## config.mk

```make
export PLATFORM = sky130hd
export DESIGN_NAME = hkit_ram
export DESIGN_NICKNAME = d
export VERILOG_FILES = /design/src/sv/hkit_ram.sv
export SDC_FILE = /design/constraint.sdc
export NUM_CORES = 2
export LEC_CHECK = 0
export BUFFER_PORTS_ARGS = -buffer_cell sky130_fd_sc_hd__clkbuf_2
export CAP_MARGIN = 10
export CORE_ASPECT_RATIO = 0.6
export CORE_MARGIN = 2
export CORE_UTILIZATION = 42
export CTS_CLUSTER_SIZE = 40
export DETAILED_ROUTE_END_ITERATION = 16
export RECOVER_POWER = 50
export SLEW_MARGIN = 20
export SYNTH_ARGS = -nofsm -noshare
export SYNTH_HDL_FRONTEND = slang
export SYNTH_SLANG_ARGS = --single-unit
```

## constraint.sdc

```tcl
create_clock -name clk -period 4.86 [get_ports clk]
set_input_delay 0 -clock clk [delete_from_list [all_inputs] [get_ports clk]]
set_output_delay 0 -clock clk [all_outputs]
set_load 0.005 [all_outputs]
```

## src/sv/hkit_ram.sv

```systemverilog
// generic single write port, single read port ram with registered read
module hkit_ram #(
  parameter int WIDTH = 8,
  parameter int DEPTH = 256
) (
  input  logic                     clk,
  input  logic                     we,
  input  logic [$clog2(DEPTH)-1:0] waddr,
  input  logic [WIDTH-1:0]         wdata,
  input  logic [$clog2(DEPTH)-1:0] raddr,
  output logic [WIDTH-1:0]         rdata
);

  logic [WIDTH-1:0] mem [DEPTH];

  always_ff @(posedge clk) begin
    if (we) begin
      mem[waddr] <= wdata;
    end
    rdata <= mem[raddr];
  end

endmodule

```

* Yosys cells after proc, flatten, opt, wreduce, memory -nomap -nowiden
Memory sizes are Yosys's and may differ from the RTL's. A register that Yosys moved wholly into a read port is not among the register bits.
Cells that the tools add are included.
** Storage, ports and cells
- Register bits :: 0
- Memory bits (writable) :: 2048
- Input bits :: 26
- Output and inout bits :: 8
- Logic and storage cells :: 3
- Memories kept :: 1
** Cells by class
- Multiplexer cells :: 2
** Memories
- mem :: words 256, width 8, read ports 1, clocked after memory_dff 1, wr ports 1, RTL line 14 : logic [WIDTH-1:0] mem [DEPTH];
** Operators by type and width (count)
- 2-to-1 mux 1 bit :: 2

* Longest topological paths before layout
- Depth in word-level cells :: 2
- Gate-level depth with buffers :: 11
- Depth with buffers taken out :: 6

* Least setup slack after synthesis
Ideal clock, no wire load.
- Kind :: input-to-reg
- Start point :: in raddr[0]
- End point :: reg rdata[2] (read register of mem)
- Library setup time :: 0.131 ns
- Arrival :: 1.807 ns
- Required time :: 4.729 ns
- Slack :: 2.922 ns
- Stages :: 9
- Path buffers :: 4
- Path through :: buf_6 -> buf_12 -> buf_8 -> buf_2 -> mux4_2 -> a22oi_1 -> a21oi_1 -> nor4_1 -> nor4_2
** RTL lines
- start, declared :: RTL line 10 : input logic [$clog2(DEPTH)-1:0] raddr,
- end, declared :: RTL line 11 : output logic [WIDTH-1:0] rdata

* Final worst setup path
- Start point :: in wdata[3]
- End point :: mem mem[54][3], data pin
** RTL lines
- start, declared :: RTL line 9 : input logic [WIDTH-1:0] wdata,
- end, declared :: RTL line 14
Straight into the memory's write port.

==> impl_metrics.py <==
metrics = {
    "run_status": {
        "status": "complete, but fails checks",
        "violations": "max-capacitance violations, max-slew violations",
    },
    "worst_hold_path": {
        "holdPathStages": 3,
        "hold_class": "in2reg",
        "worstHoldStart": "we",
        "whs_endpoint": "mem[218][6]$_DFFE_PP_",
    },
    "clocking": {
        "cts-htree-levels": 4,
        "cts_resized": 0,
        "cts-root-buf": "clkbuf_16",
        "numCtsBuffers": 184,
        "cts_tree": "built",
        "path_clk_slew_ns": 0.07,
        "clk_latency_ns": 0.82,
        "cts_sinks": 2056,
        "cts_max_path_buffers": 4,
    },
    "synthesis": {
        "netlist_area_mm2": 0.07956,
        "post-synth-top-count-cell": "edfxtp_1",
        "synth_area_leaders": "edfxtp_1 (77%), mux4_2 (13%), mux2i_1 (1.7%)",
        "yosysWarnings": 0,
        "yosysTopAreaCell": "edfxtp_1",
        "synth_top_area_share_pct": 77.30,
        "synth_ff_type": "edfxtp_1",
        "postSynthCellCount": 3733,
        "synth_cell_type_count": 55,
        "syn_area_per_cell_um2": 21.31,
        "synth_fp_nets": 3759,
        "seq_area_frac_synth_pct": 77.50,
        "async_flop_share_pct": 0,
        "synthTopCellsByCount": "edfxtp_1 (2048), mux4_2 (454), nor2_1 (282)",
        "synth_seq_cells": 2056,
        "synth_edf_count": 2048,
    },
    "floorplanning": {
        "die_x_um": 565.9,
        "start_util_pct": 42.37,
        "core_mm2": 0.1878,
        "core.rowCount": 123,
        "pin_count": 34,
        "die_y_um": 341.1,
        "die_area_mm2": 0.1930,
    },
    "cells_and_area": {
        "final_util_pct": 47.01,
        "register_area_mm2": 0.06166,
        "final_cells": 6479,
        "nets": 3869,
        "multi_input_area_mm2": 0.01652,
        "syn_to_final_growth_pct": 10.94,
        "fill_cells": 15266,
        "drive_gt1_share_pct": 21.59,
    },
    "worst_setup_path": {
        "critPathLaunchType": "input pin",
        "endpoint_kind": "register",
        "rr_startpoint": "mem[27][5]$_DFFE_PP_",
        "rrSetupSlack_ns": 1.80,
        "timing.rr.end": "rdata[5]$_DFF_P_",
        "worstRegToRegCells": 7,
        "required_ns": 4.94,
        "critPathMaxFanout": 153,
        "cp_data_arrival_time_ns": 3.90,
        "worst-setup-path-type": "in2reg",
    },
    "routing": {
        "drtAntennaViolNets": 0,
        "wl_met2_um": 84270,
        "post_drt_wl_per_cell_um": 32.52,
        "dr_total_vias": 39714,
        "wl_met1_um": 97990,
        "via_per_inst": 6.130,
        "dr_wl_met3_um": 24950,
        "drc": 0,
        "highest_layer": "met5",
        "drt_iter0_drc": 6491,
        "drt_first_pass_iters": 5,
        "wirelength_um": 210700,
    },
    "placement": {
        "gp_congestion": 0.8269,
        "port_buffers": 33,
        "hpwlAfterDp_um": 128400,
        "dp.cells": 6144,
    },
    "grt": {
        "antenna_found_initial": 11,
        "grt_max_degree": 154,
        "grtUsageTotal_pct": 21.58,
        "grt_pass1_vias": 38065,
        "gr-total-overflow": 0,
        "grt_pass1_wl_um": 297000,
    },
    "job": {
        "cap_viol_max_count": 7,
    },
    "timing": {
        "fmax_mhz": 261.8,
        "final_max_slew_viol_count": 832,
        "whs_ns": 0.1431,
        "slew_headroom_pct": -134.5,
        "worstMarginPinSlew_ns": 3.517,
        "fin_crit_ns": 3.820,
        "timing.setup.tns_ns": 0,
        "setup_violations": 0,
        "finalCritPeriodShare_pct": 78.59,
        "skew_ns": 0.06153,
        "rsz0062_at_grt": "false",
        "finalHoldViolations": 0,
    },
    "power": {
        "power_mw": 35.43,
        "peakVddDrop_uv": 309.8,
        "power_density_mw_per_mm2": 401.4,
        "leakage_nw": 26.81,
    },
}
-- stage by stage --
stage,setup WS (ns),instance area [µm²]
floorplan,2.922,79560
global placement,1.074,82640
detailed placement,1.074,82650
CTS,1.834,88340
global route,0.8822,88260
finish,1.040,88260
-- worst max-delay path: stages --
cell	delay, ns
dlygate4sd3_1	0.56
buf_8	0.44
clkbuf_2	2.47
-- cell families (layout without fill, tap and decap cells) --
family                 count (synthesis)  in the layout  synth area share [%]
other                                  0              1                     0
and+or+nand+nor                      466            466                 2.628
DFF                                 2056           2056                 77.50
AOI/OAI and AO/OA                    385            385                 3.419
muxes                                591            591                 14.62
buffers and inverters                235            480                 1.831
-- layout by cell type (no fill, tap or decap), types with 28 or more instances in the layout --
| cell type | count |
|---|---|
| nor2b_1 | 28 |
| o22ai_1 | 28 |
| clkbuf_16 | 189 |
| mux4_2 | 454 |
| clkinv_1 | 38 |
| clkbuf_1 | 49 |
| mux2i_1 | 134 |
| a21oi_1 | 96 |
| clkinv_2 | 37 |
| nor2_1 | 279 |
| o221ai_1 | 46 |
| edfxtp_1 | 2048 |
| nand3_1 | 34 |
| buf_4 | 93 |
| a22oi_1 | 133 |
| nand2_1 | 33 |
-- worst max-delay path by stage --
stage,start,endpoint,cells after the start
after global routing,wdata[3],mem[55][3]$_DFFE_PP_,3
final,wdata[3],mem[54][3]$_DFFE_PP_,3
after floorplan,raddr[0],rdata[2]$_DFF_P_,9
after CTS,mem[27][5]$_DFFE_PP_,rdata[5]$_DFF_P_,7
after global placement,raddr[0],rdata[0]$_DFF_P_,9
after detailed placement,raddr[0],rdata[5]$_DFF_P_,10
-- registers in the layout, indices dropped and copies added (netlist names) --
signal  count
rdata       8
mem      2048
-- power breakdown --
part,internal (mW),leakage (nW),switching [mW]
Sequential,19.6,18.5,0.0310
Clock,7.64,2.74,6.36
Combinational,0.596,5.60,1.23
Total,27.8,26.8,7.63
-- cell type report --
| type | instances | share of cell area, % |
|---|---|---|
| clock inverter | 88 | 0.7541 |
| inverter | 2 | 0.008505 |
| tap | 2500 | 3.544 |
| clock buffer | 233 | 5.546 |
| antenna | 1 | 0.002835 |
| sequential | 2056 | 69.86 |
| multi-input combinational | 1442 | 18.71 |
| timing repair buffer | 157 | 1.572 |
-- what timing repair did --
| action | in CTS | in global routing |
|---|---|---|
| hold buffers | 13 | 0 |
| endpoints found under the hold margin | 945 | 0 |
| setup buffers | 0 | 0 |
-- per-layer routing --
layer / vias up / global-route usage (%)
met1: 21240 / 36.32
met4: 8 / 3.788
li1: 15880 / -
met2: 2361 / 27.91
met5: - / 0
met3: 225 / 5.490
No activity file was read; power rests on OpenSTA's default activity.
