--- config.mk ---
export PLATFORM = sky130hd
export DESIGN_NAME = hkit_hash
export DESIGN_NICKNAME = d
export VERILOG_FILES = /design/src/sv/hkit_pkg.sv /design/src/sv/hkit_hash.sv
export SDC_FILE = /design/constraint.sdc
export NUM_CORES = 2
export LEC_CHECK = 0
export BUFFER_PORTS_ARGS = -buffer_cell sky130_fd_sc_hd__clkbuf_2
export CAP_MARGIN = 20
export CORE_MARGIN = 4
export CORE_UTILIZATION = 45
export DETAILED_ROUTE_END_ITERATION = 16
export PLACE_DENSITY = 0.7
export REMOVE_ABC_BUFFERS = 1
export SLEW_MARGIN = 20
export SYNTH_ARGS = -nofsm -noshare
export SYNTH_HDL_FRONTEND = slang
export SYNTH_SLANG_ARGS = --single-unit
export TNS_END_PERCENT = 5
--- constraint.sdc ---
create_clock -name clk -period 19.05 [get_ports clk]
set_clock_uncertainty 0.15 [all_clocks]
set_input_delay 1.905 -clock clk [delete_from_list [all_inputs] [get_ports clk]]
set_output_delay 1.905 -clock clk [all_outputs]
set_load 0.005 [all_outputs]
--- src/sv/hkit_pkg.sv ---
// shared types and constants for the hashed key to id table
package hkit_pkg;

  localparam int KEY_W = 64;
  localparam int ID_W = 16;
  localparam int ENTRY_W = KEY_W + ID_W;
  localparam int TABLE_SLOTS_DEF = 256;

  // mixer constants
  localparam logic [63:0] MIX_GOLDEN = 64'h9E37_79B9_7F4A_7C15;
  localparam logic [63:0] MIX_MUL1 = 64'hBF58_476D_1CE4_E5B9;
  localparam logic [63:0] MIX_MUL2 = 64'h94D0_49BB_1331_11EB;
  localparam int MIX_SH0 = 30;
  localparam int MIX_SH1 = 27;
  localparam int MIX_SH2 = 31;

  localparam logic MODE_LOOKUP = 1'b0;
  localparam logic MODE_INSERT = 1'b1;

  typedef struct packed {
    logic             mode;
    logic [KEY_W-1:0] key;
    logic [ID_W-1:0]  new_id;
  } cmd_t;

  typedef struct packed {
    logic [ID_W-1:0] result_id;
    logic            table_full;
  } res_t;

  typedef struct packed {
    logic [KEY_W-1:0] key;
    logic [ID_W-1:0]  id;
  } slot_t;

endpackage

--- src/sv/hkit_hash.sv ---
// splitmix64 home slot hash on one shared 32x32 multiplier
module hkit_hash
  import hkit_pkg::*;
#(
  parameter int SLOT_W = $clog2(TABLE_SLOTS_DEF)
) (
  input  logic              clk,
  input  logic              rst,
  input  logic              go,
  input  logic [KEY_W-1:0]  key,
  output logic              done,
  output logic [SLOT_W-1:0] slot
);

  logic [63:0] a;
  logic [63:0] acc;
  logic [1:0]  part;
  logic        round;
  logic        active;

  logic [63:0] seed;
  logic [63:0] mul_b;
  logic [31:0] mul_x;
  logic [31:0] mul_y;
  logic [63:0] prod;
  logic [31:0] sum_hi;
  logic [63:0] full;
  logic [63:0] fin;

  assign seed = key + MIX_GOLDEN;
  assign mul_b = round ? MIX_MUL2 : MIX_MUL1;

  // low 64 bits of a * b from three partial products
  always_comb begin
    case (part)
      2'd0: begin
        mul_x = a[31:0];
        mul_y = mul_b[31:0];
      end
      2'd1: begin
        mul_x = a[31:0];
        mul_y = mul_b[63:32];
      end
      default: begin
        mul_x = a[63:32];
        mul_y = mul_b[31:0];
      end
    endcase
  end

  assign prod = 64'(mul_x) * 64'(mul_y);
  assign sum_hi = acc[63:32] + prod[31:0];
  assign full = {sum_hi, acc[31:0]};
  assign fin = full ^ (full >> MIX_SH2);

  always_ff @(posedge clk) begin
    if (rst) begin
      active <= 1'b0;
      done <= 1'b0;
    end else begin
      done <= 1'b0;
      if (go) begin
        a <= seed ^ (seed >> MIX_SH0);
        part <= 2'd0;
        round <= 1'b0;
        active <= 1'b1;
      end else if (active) begin
        case (part)
          2'd0: begin
            acc <= prod;
            part <= 2'd1;
          end
          2'd1: begin
            acc[63:32] <= sum_hi;
            part <= 2'd2;
          end
          default: begin
            if (!round) begin
              a <= full ^ (full >> MIX_SH1);
              round <= 1'b1;
              part <= 2'd0;
            end else begin
              active <= 1'b0;
              done <= 1'b1;
              slot <= fin[SLOT_W-1:0];
            end
          end
        endcase
      end
    end
  end

endmodule

# After elaboration in Yosys (flattened, before gate mapping)
# Cells that the tools add are included.
classes:
  mul: 1
  add_sub_neg: 2
  bitwise_logic: 7
  mux: 18
  n_eq_ne: 4
  n_reduce_logical: 11
op_table:
  columns: ["op", "n"]
  rows:
  - ["$mux 64", 4]
  - ["$add 64x64->64 const B", 1]
  - ["$mul 32x32->64", 1]
  - ["$mux 32", 2]
  - ["$pmux 32 s2", 1]
  - ["$xor 64x34->64", 1]
  - ["$xor 64x37->64", 1]
  - ["$mux 62", 1]
  - ["$add 32x32->32", 1]
  - ["$reduce_and 4->1", 3]
  - ["$xor 8x8->8", 1]
  - ["$mux 1", 7]
  - ["$reduce_and 3->1", 2]
  - ["$reduce_and 5->1", 1]
  - ["$reduce_or 5->1", 1]
  - ["$mux 2", 2]
  - ["$ne 2x1->1 const B", 2]
  - ["$ne 4x1->1 const B", 1]
  - ["$not 1->1", 4]
  - ["$pmux 2 s2", 1]
  - ["$reduce_bool 2->1", 2]
  - ["$eq 2x1->1 const B", 1]
  - ["$logic_not 2->1", 1]
  - ["$reduce_or 2->1", 1]
totals:
  out_inout_bits: 9
  elab_cells: 51
  input_bits: 67
  ff_bits: 141

# Longest topological paths before layout
depth:
  word_depth: 10
  mapped_depth: 44
  ltp_nobuf: 41

# Worst setup path before layout
# OpenSTA, ideal clock, no wires.
synth_path:
  kind: "flip-flop to flip-flop"
  start: "register part[1]"
  end: "register a[35], data pin"
  n_path_buf: 4
  period_less_slack_ns: 10.116
  slack_ns: 8.934
  arrival_time_ns: 9.690
  required_ns: 18.624
  setup_ns: 0.276
  stages_incl_launch_ff: 37
  path_cell_list: "edfxtp_1 -> buf_1 -> buf_1 -> buf_1 -> mux2i_1 -> inv_1 -> nand2_1 -> inv_1 -> nor2_1 -> fa_1 -> inv_1 -> fa_1 -> fa_1 -> inv_1 -> fa_1 -> inv_1 -> fa_1 -> fa_1 -> fa_1 -> inv_1 -> fa_1 -> inv_1 -> ha_1 -> clkbuf_1 -> nand3_1 -> nor4b_1 -> a21oi_1 -> a31oi_1 -> xor2_1 -> ha_1 -> a21o_1 -> a21oi_1 -> nor3b_1 -> a221o_1 -> xor2_1 -> xor2_1 -> mux2i_1"
synth_via:
  elab_chain_cells: 10
  elab_cells_between_ends: 12
  classes_between: "add/sub (1); mul (1); eq/ne (1); mux (6); bitwise (1); reduce/logical (2)"
synth_rtl:
  columns: ["element", "line", "source"]
  rows:
  - ["start: declaration", "hkit_hash.sv:17", "logic [1:0] part;"]
  - ["start signal: assignment", "hkit_hash.sv:64", "part <= 2'd0;"]
  - ["start signal: assignment", "hkit_hash.sv:71", "part <= 2'd1;"]
  - ["start signal: assignment", "hkit_hash.sv:75", "part <= 2'd2;"]
  - ["$eq 2x1->1 or $logic_not 2->1 (tied branches)", "hkit_hash.sv:35", "case (part)"]
  - ["$reduce_or 2->1 (no line)", null, null]
  - ["$mux 32", "hkit_hash.sv:35", null]
  - ["$mul 32x32->64 *", "hkit_hash.sv:51", "assign prod = 64'(mul_x) * 64'(mul_y);"]
  - ["net prod[27]", "hkit_hash.sv:25", "logic [63:0] prod;"]
  - ["$add 32x32->32 *", "hkit_hash.sv:52", "assign sum_hi = acc[63:32] + prod[31:0];"]
  - ["$xor 64x37->64 *", "hkit_hash.sv:79", "a <= full ^ (full >> MIX_SH1);"]
  - ["$mux 64 *", "hkit_hash.sv:78", "if (!round) begin"]
  - ["$mux 64 *", "hkit_hash.sv:68", "case (part)"]
  - ["$mux 64 *", "hkit_hash.sv:67", "end else if (active) begin"]
  - ["$mux 64 *", "hkit_hash.sv:62", "if (go) begin"]
  - ["end signal: assignment", "hkit_hash.sv:63", "a <= seed ^ (seed >> MIX_SH0);"]
  - ["end signal: assignment", "hkit_hash.sv:79", null]
  - ["end: declaration", "hkit_hash.sv:15", "logic [63:0] a;"]
# Mark *: on every way through the listed nets, which the timed path passes. The rest lies on a longest branch. The select of a mux whose other input is x is not followed.
# A chain may end at the register's enable or synchronous reset.

# Final worst setup path
layout_path:
  start: "register part[0]"
  end: "register a[34], data pin"
# Same word-level chain as after synthesis.

==> flow_metrics.py <==
metrics = {
    "status": {
        "status": "finished, final reports clean",
    },
    "synthesis": {
        "netlist.area_leader.share_pct": 42.5,
        "yosys_warnings": 0,
        "yosysUniqueCellTypes": 83,
        "synth_compound_area_share_pct": 7.28,
        "ys_seq_elements": 141,
        "avgSynthCellArea_sq_um": 9.62,
        "yosysSeqAreaShare_pct": 11.0,
        "synthAdderAreaFrac_pct": 54.4,
        "synth_top_family_by_area": "adder cells",
        "yosys-mux-area-fraction_pct": 1.58,
        "synth_area_leaders": "fa_1 43%, ha_1 12%, edfxtp_1 11%",
        "yosysMostFrequentCell": "inv_1",
        "synthSimpleGateAreaFrac_pct": 9.55,
        "netlist_area_sq_um": 38500,
        "yosys.area.top_type": "fa_1",
        "async_reset_ff_share_pct": 0,
        "ys_top_cells_by_count": "1018 x inv_1, 817 x fa_1, 365 x ha_1",
        "ys.flop_type": "edfxtp_1",
        "synth_edf_count": 139,
        "synth_xor_area_share_pct": 5.31,
        "syn_inst": 4001,
    },
    "sta": {
        "fin_tns_setup_ns": 0,
        "max_slew.worst_pin.slew_ns": 1.11,
        "slew_violations": 0,
        "setup_viol": 0,
        "hold_violations": 0,
        "rsz0062_at_grt": "no",
        "timing.fmax_mhz": 83.0,
        "hold_slack_ns": 0.418,
        "max-slew-margin-rel_pct": 23.5,
        "fin_crit_ns": 12.05,
        "min_period_over_period_pct": 63.3,
    },
    "setup_path": {
        "path_class": "flop to flop",
        "endpoint": "a[34]",
        "cp_slowest_stage_delay_ns": 0.85,
        "slowest_stage": "and2_1",
        "critPathLaunch": "part[0]",
        "r2r_slack_ns": 7.00,
        "crit_top_cell": "fa_1",
        "timing.rr.start": "part[0]",
        "crit_required_ns": 19.05,
        "start_kind": "flop",
        "r2r-end": "a[34]",
        "path_max_fanout": 68,
        "reg2regPathDepth": 31,
        "end_kind": "flop",
        "arrival_ns": 12.05,
    },
    "detailed_routing": {
        "first_pass_iters": 6,
        "avgRoutedWirePerCell_um": 25.5,
        "drc": 0,
        "num_vias": 28700,
        "drt-initial-drc-count": 2952,
        "viasPerCell": 5.54,
        "ant_nets": 0,
        "wl_um": 132000,
    },
    "place": {
        "routabilityCongestion": 1.03,
        "place_inst": 5145,
        "port_buffers": 75,
        "dp_hpwl_um": 117000,
    },
    "clock_tree": {
        "clock-sinks": 141,
        "htree_levels": 4,
        "post_cts_resized": 0,
        "clockRootBuffer": "clkbuf_16",
        "cts_tree": "yes",
        "cts_setup_buffers": 0,
        "clk_path_buf_depth": 2,
        "clock_latency_ns": 0.44,
        "cts_buffers": 17,
        "hold_buffers": 0,
        "clk_pin_slew_ns": 0.07,
    },
    "die": {
        "fp.dieH_um": 300,
        "coreArea_sq_um": 84200,
        "dieArea_sq_um": 90200,
        "die_w_um": 300,
        "ios": 76,
        "start_util_pct": 45.7,
        "rows": 106,
    },
    "global_routing": {
        "antenna_found_initial": 0,
        "grt_max_degree": 76,
        "grt_pass1_vias": 30200,
        "grt_util_all_layers_pct": 29.8,
        "grt_pass1_wl_um": 197000,
        "overflow": 0,
    },
    "worst_hold_path": {
        "hold_path.class": "flop to flop",
    },
    "flow_run": {
        "maxCapViolCount": 0,
    },
    "final_layout": {
        "fillers": 8024,
        "drive_gt1_share_pct": 5.04,
        "diodes": 0,
        "nets": 5280,
        "multiInputGateArea_sq_um": 30100,
        "area_delta_synth_final_pct": 6.00,
        "regArea_sq_um": 4210,
        "fin_cells": 5178,
    },
}
## worst max-delay path: cells and delay by family (launching register included)
kind / cells / cell delay, ns
AO/OA/AOI/OAI: 3 / 0.65
XOR/XNOR: 3 / 1.16
adder cells (fa/ha/maj): 10 / 4.88
buffers and inverters: 5 / 0.71
flip-flops: 1 / 0.49
AND/OR/NAND/NOR: 10 / 3.56
## worst min path at each step
stage,from,end,slack [ns],cells after the start
3_5_place_dp,active,active,0.40,2
3_3_place_gp,active,active,0.38,2
6_report,active,active,0.42,2
4_1_cts,active,active,0.41,2
5_1_grt,active,active,0.44,2
2_1_floorplan,active,active,0.34,2
## per-stage QoR
stage,setup slack [ns],utilization [%],cell area (sq um)
6_report,7.00,48.4,40800
5_1_grt,6.60,48.4,40800
4_1_cts,7.20,48.4,40800
3_5_place_dp,7.27,47.7,40200
3_3_place_gp,7.26,47.7,40200
2_1_floorplan,4.14,-,38100
## cells in the final DEF (no fill, tap or decap), types with 15 or more instances in the layout
| cell | n |
|---|---|
| buf_4 | 30 |
| clkbuf_2 | 75 |
| o21ai_0 | 91 |
| nand3_1 | 29 |
| clkbuf_16 | 17 |
| mux2_2 | 23 |
| mux2i_1 | 34 |
| nor3_1 | 29 |
| nand2b_1 | 34 |
| nand2_1 | 243 |
| and3_1 | 20 |
| a21oi_1 | 171 |
| and2_1 | 38 |
| ha_1 | 365 |
| nand4_1 | 24 |
| edfxtp_1 | 139 |
| xnor2_1 | 130 |
| nor2_1 | 342 |
| xor2_1 | 96 |
| a21o_1 | 48 |
| fa_1 | 817 |
| nor2b_1 | 15 |
| inv_1 | 1018 |
## layer usage
metal  wire length (um)  vias to the layer above  track usage (%)  share of wire, %
li1                   -                    12400                -                 -
met1              54100                    14500             41.3                41
met2              58900                     1504             46.4                45
met3              12300                      302             5.93               9.3
met4               6670                        0             11.7               5.1
met5                  0                        -                0                 0
## area by class of cell
class	count	share of cell area [%]
inverter	1021	9.40
clock inverter	15	0.365
sequential	141	10.3
clock buffer	17	1.04
multi-input combinational	2744	73.8
timing repair buffer	106	1.54
tap	1134	3.48
## sequential cells by signal (all words and copies together), names as in the netlist
signal and count:
a 64, acc 64, slot 8, part 2, active 1, done 1
round 1
## logic make-up (layout without fill, tap and decap cells)
logic type,Yosys count,after routing
multiplexers,58,58
buffers and inverters,1117,1159
other,2,3
flip-flops,141,141
AND/OR/NAND/NOR,826,826
AO/OA/AOI/OAI,446,446
adder cells (fa/ha/maj),1182,1182
XOR/XNOR,229,229
Power is not shown: default switching activity piles up to over one toggle a cycle in this logic, so the estimate is an artifact.
